File: src/rtl/hrs_pkg.sv
// Shared types and constants for the hop round-trip statistics block.
package hrs_pkg;

    localparam int RTT_W  = 24;
    localparam int RFC_W  = 28;
    localparam int CNT_W  = 32;
    localparam int ADDR_W = 32;
    localparam int SEQ_W  = 16;
    localparam int HOP_W  = 8;
    localparam int SLOT_W = 4;

    localparam logic [0:0] REQ_SEND  = 1'b0;
    localparam logic [0:0] REQ_REPLY = 1'b1;

    typedef struct packed {
        logic load;       // capture input beat
        logic rd_hop;     // read hop stores at the send hop
        logic rd_seq;     // read sequence stores
        logic rd_reply;   // read hop stores at the matched hop
        logic path_step;  // read next path slot
        logic path_eval;  // compare path slot data
        logic calc;       // compute pre-divide values
        logic div_start;  // launch divider
        logic commit_send;
        logic commit_reply;
        logic emit_send;
        logic emit_reply;
        logic emit_zero;
    } t_cmd;

    typedef struct packed {
        logic is_reply;
        logic hop_ok;
        logic seq_ok;
        logic path_done;
        logic div_done;
        logic clearing;
    } t_sts;

endpackage

File: src/rtl/hrs_ctrl.sv
// Sequencing state machine for the hop round-trip statistics block.
module hrs_ctrl import hrs_pkg::*; (
    input  logic i_clk,
    input  logic i_rst_n,
    input  logic i_start,
    input  t_sts i_sts,
    output t_cmd o_cmd,
    output logic o_busy
);
    localparam logic [3:0] S_IDLE  = 4'd0;
    localparam logic [3:0] S_DEC   = 4'd1;
    localparam logic [3:0] S_SRD   = 4'd2;
    localparam logic [3:0] S_SEMIT = 4'd3;
    localparam logic [3:0] S_QRD   = 4'd4;
    localparam logic [3:0] S_QCHK  = 4'd5;
    localparam logic [3:0] S_HRD   = 4'd6;
    localparam logic [3:0] S_PRD   = 4'd7;
    localparam logic [3:0] S_PCHK  = 4'd8;
    localparam logic [3:0] S_CALC  = 4'd9;
    localparam logic [3:0] S_DIV   = 4'd10;
    localparam logic [3:0] S_DWAIT = 4'd11;
    localparam logic [3:0] S_COMM  = 4'd12;
    localparam logic [3:0] S_REMIT = 4'd13;
    localparam logic [3:0] S_ZEMIT = 4'd14;

    logic [3:0] r_st, n_st;

    always_ff @(posedge i_clk) begin
        if (!i_rst_n) begin
            r_st <= S_IDLE;
        end else begin
            r_st <= n_st;
        end
    end

    always_comb begin
        n_st  = r_st;
        o_cmd = '0;
        case (r_st)
            S_IDLE: begin
                if (i_start && !i_sts.clearing) begin
                    o_cmd.load = 1'b1;
                    n_st = S_DEC;
                end
            end
            S_DEC: begin
                if (i_sts.is_reply) begin
                    o_cmd.rd_seq = 1'b1;
                    n_st = S_QRD;
                end else if (i_sts.hop_ok) begin
                    o_cmd.rd_hop = 1'b1;
                    n_st = S_SRD;
                end else begin
                    n_st = S_ZEMIT;
                end
            end
            S_SRD: begin
                o_cmd.commit_send = 1'b1;
                n_st = S_SEMIT;
            end
            S_SEMIT: begin
                o_cmd.emit_send = 1'b1;
                n_st = S_IDLE;
            end
            S_QRD: n_st = S_QCHK;
            S_QCHK: begin
                if (i_sts.seq_ok) begin
                    o_cmd.rd_reply = 1'b1;
                    n_st = S_HRD;
                end else begin
                    n_st = S_ZEMIT;
                end
            end
            S_HRD: begin
                o_cmd.path_step = 1'b1;
                n_st = S_PRD;
            end
            S_PRD: n_st = S_PCHK;
            S_PCHK: begin
                o_cmd.path_eval = 1'b1;
                if (i_sts.path_done) begin
                    n_st = S_CALC;
                end else begin
                    n_st = S_HRD;
                end
            end
            S_CALC: begin
                o_cmd.calc = 1'b1;
                n_st = S_DIV;
            end
            S_DIV: begin
                o_cmd.div_start = 1'b1;
                n_st = S_DWAIT;
            end
            S_DWAIT: begin
                if (i_sts.div_done) begin
                    n_st = S_COMM;
                end
            end
            S_COMM: begin
                o_cmd.commit_reply = 1'b1;
                n_st = S_REMIT;
            end
            S_REMIT: begin
                o_cmd.emit_reply = 1'b1;
                n_st = S_IDLE;
            end
            S_ZEMIT: begin
                o_cmd.emit_zero = 1'b1;
                n_st = S_IDLE;
            end
            default: n_st = S_IDLE;
        endcase
    end

    assign o_busy = (r_st != S_IDLE) || i_sts.clearing;
endmodule

File: config.mk
export PLATFORM = sky130hd
export DESIGN_NAME = hrs_ctrl
export DESIGN_NICKNAME = d
export VERILOG_FILES = /design/src/rtl/hrs_pkg.sv /design/src/rtl/hrs_ctrl.sv
export SDC_FILE = /design/constraint.sdc
export NUM_CORES = 1
export LEC_CHECK = 0
export BUFFER_PORTS_ARGS = -buffer_cell sky130_fd_sc_hd__buf_2
export CORE_UTILIZATION = 30
export DETAILED_ROUTE_END_ITERATION = 8
export PLACE_DENSITY = 0.54
export SETUP_SLACK_MARGIN = 0.02
export SYNTH_ARGS = -nofsm -noshare
export SYNTH_HDL_FRONTEND = slang
export SYNTH_SLANG_ARGS = --single-unit
File: constraint.sdc
create_clock -name i_clk -period 1.63 [get_ports i_clk]
set_clock_uncertainty 0.2 [all_clocks]
set_input_delay 0.163 -clock i_clk [delete_from_list [all_inputs] [get_ports i_clk]]
set_output_delay 0.163 -clock i_clk [all_outputs]
set_load 0.01 [all_outputs]
==> impl_metrics.yaml <==
clock_tree:
  path_clk_slew_ns: 0.05
  cts_root_buf: "clkbuf_4"
  clk_latency_ns: 0.26
  clock_sinks: 4
  clockBufferDepth: 2
  cts_made_buffers: 3
  htreeDepth: 1
  cts_tree: "done"
global_route:
  grt_first_pass_wirelength_um: 2560
  grt_max_degree: 15
  antenna_found_initial: 0
  grt_pass1_vias: 592
  grt_usage_pct: 19.3
  grt.overflow.total: 0
drt:
  ant_nets: 0
  drtPass1Iterations: 5
  drt_iter0_markers: 24
  wl_um: 1780
  drc: 0
  route.vias.total: 711
  wl_per_cell_um: 13.8
  routed_via_density: 5.51
pwr:
  power_density_nw_per_um2: 1690
  finalPower_w: 0.00145
  peakVddDrop_mv: 0.995
  p_leak_nw: 0.440
timing:
  postLayoutSetupSlackWorst_ns: -0.0680
  setup_viol: 1
  maxSlewViolCount: 0
  fmaxAchievable_mhz: 589
  final_hold_viol_count: 0
  fin_crit_sh_pct: 104
  fin_setup_tns_ns: -0.0680
  slew_headroom_pct: 75.4
  rsz0062_at_grt: "yes"
  worstMarginPinSlew_ns: 0.369
  finalCriticalPeriod_ns: 1.70
finish:
  design_area_um2: 862
  top_regs: "r_st x4"
  syn2layout_area_growth_pct: 84.2
  top_register: "r_st"
  n_antenna_cell: 0
  fin_cells: 129
  largest_register_ff_count: 4
  nNetsFinal: 125
  final_layout_size_suffix_gt1_share_pct: 54.4
run:
  drv_cap: 0
worst_setup_path:
  crit_fanout: 7
  cp-startpoint: "r_st[3]"
  crit_required_ns: 1.27
  cp.arrival_ns: 1.33
  criticalPathCategory: "flip-flop to output port"
  critical_path.reg2reg.startpoint: "r_st[1]"
  cp-end-kind: "output port"
  start_kind: "flip-flop"
yosys:
  synth_top_family_by_area: "simple AND/OR/NAND/NOR gates"
  yosys_warnings: 0
  synth.distinct_cells: 29
  async_flop_share_pct: 0
  synth-xor-area-share_pct: 0
  synthMuxAreaShare_pct: 0
  synth_area_per_cell_um2: 6.50
  ys_seq_elements: 4
  ys.flop_type: "dfxtp_1"
  yosys.area_share.simple_pct: 49.5
  synth_compound_area_share_pct: 23.3
  synth.cell_area_um2: 468
  ys_seq_area_share_pct: 17.1
  syn_nets: 81
  synth_fa_ha_area_share_pct: 0
  synth-edff-count: 0
  syn_inst: 72
floorplanning:
  num_rows: 13
  core_um2: 1380
  dieArea_um2: 1720
  die_y_um: 41.5
  start_util_pct: 33.8
  die_w_um: 41.5
  pin_count: 23
placement:
  port_buffers: 22
  hpwl_um: 1180
  place_area_um2: 662
  dp.cells: 117
  gp_congestion: 0.787
hold_path:
  min-delay-start: "i_sts[2]"
  min_path_type: "input pin to flip-flop"
outcome:
  status: "finished, violations left"
  violations: "setup timing"
## cell families (layout without fill, tap and decap cells)
logic type | after synthesis | count (layout)
buf+inv | 9 | 51
compound gates | 15 | 15
flops | 4 | 4
simple gates | 44 | 44
## cells in the mapped netlist, drive strengths merged (2+ instances only)
master / instances / share of area [%]
nor2: 11 / 8.8
nand2: 6 / 5.3
nand2b: 6 / 8.0
nor3: 6 / 6.4
nor2b: 5 / 6.7
a21oi: 4 / 4.3
buf: 4 / 6.2
dfxtp: 4 / 17
inv: 4 / 3.2
and3: 3 / 4.0
o21ai: 3 / 3.2
a222oi: 2 / 4.3
nor4: 2 / 2.7
## worst paths after layout
kind	end	slack, ns	depth (start not counted)
min reg2reg	r_st[3]	0.43	2
max	o_cmd[11]	-0.07	4
min	r_st[3]	0.11	3
max reg2reg	r_st[0]	0.04	5
## repair_timing
item | in CTS | in global routing
setup buffers | 1 | 7
gates cloned | 0 | 0
setup endpoints to repair | 16 | 9
hold buffers | 1 | 0
endpoints found under the hold margin | 2 | 0
resized for setup | 13 | 15
pin swaps | 0 | 8
## stage by stage
step | worst slack, ns | utilization [%] | hold WS [ns]
2_1_floorplan | 0.144 | - | 0.0909
3_3_place_gp | -0.0447 | 47.9 | 0.248
3_5_place_dp | -0.0742 | 47.9 | 0.243
4_1_cts | -0.0198 | 54.5 | 0.111
5_1_grt | -0.111 | 62.4 | 0.139
6_report | -0.0680 | 62.4 | 0.107
## where the power goes
| part | leakage, nW | switching [W] | internal (W) | total [W] |
|---|---|---|---|---|
| combinational | 0.391 | 0.000469 | 0.000560 | 0.00103 |
| sequential | 0.0356 | 0.000125 | 0.000163 | 0.000288 |
| clock | 0.0138 | 0.0000532 | 0.0000832 | 0.000136 |
## cell type report
type | instances | area [um2]
Sequential cell | 4 | 95.1
Timing Repair Buffer | 44 | 290
Fill cell | 121 | 520
Clock buffer | 3 | 22.5
Tap cell | 15 | 18.8
Multi-Input combinational cell | 59 | 420
Inverter | 4 | 15.0
## per-layer routing
layer	share of wire (%)	global-route usage (%)	wire length, um	vias up
li1	-	-	-	346
met1	40	23.6	719	328
met2	49	29.1	874	29
met3	6.9	6.09	122	8
met4	3.5	11.6	63	0
met5	0	0	0	-
## worst max-delay path, cell delays in order (launching register included)
cell      delay [ns]
dfxtp_4         0.36
nand2b_4        0.15
buf_6           0.12
nor4_4          0.28
buf_2           0.17
## layout by cell type, fill, tap and decap left out, types with 3 or more instances in the layout
cell       n
a21oi_1    4
buf_4     16
and3_1     3
nand2_1    5
nand2b_1   3
nor2b_1    4
nand2b_4   3
nor3_1     5
nor2_1     9
buf_6      4
clkbuf_4   3
dfxtp_4    4
o21ai_0    3
buf_2     22
No activity file was read; power rests on OpenSTA's default activity.
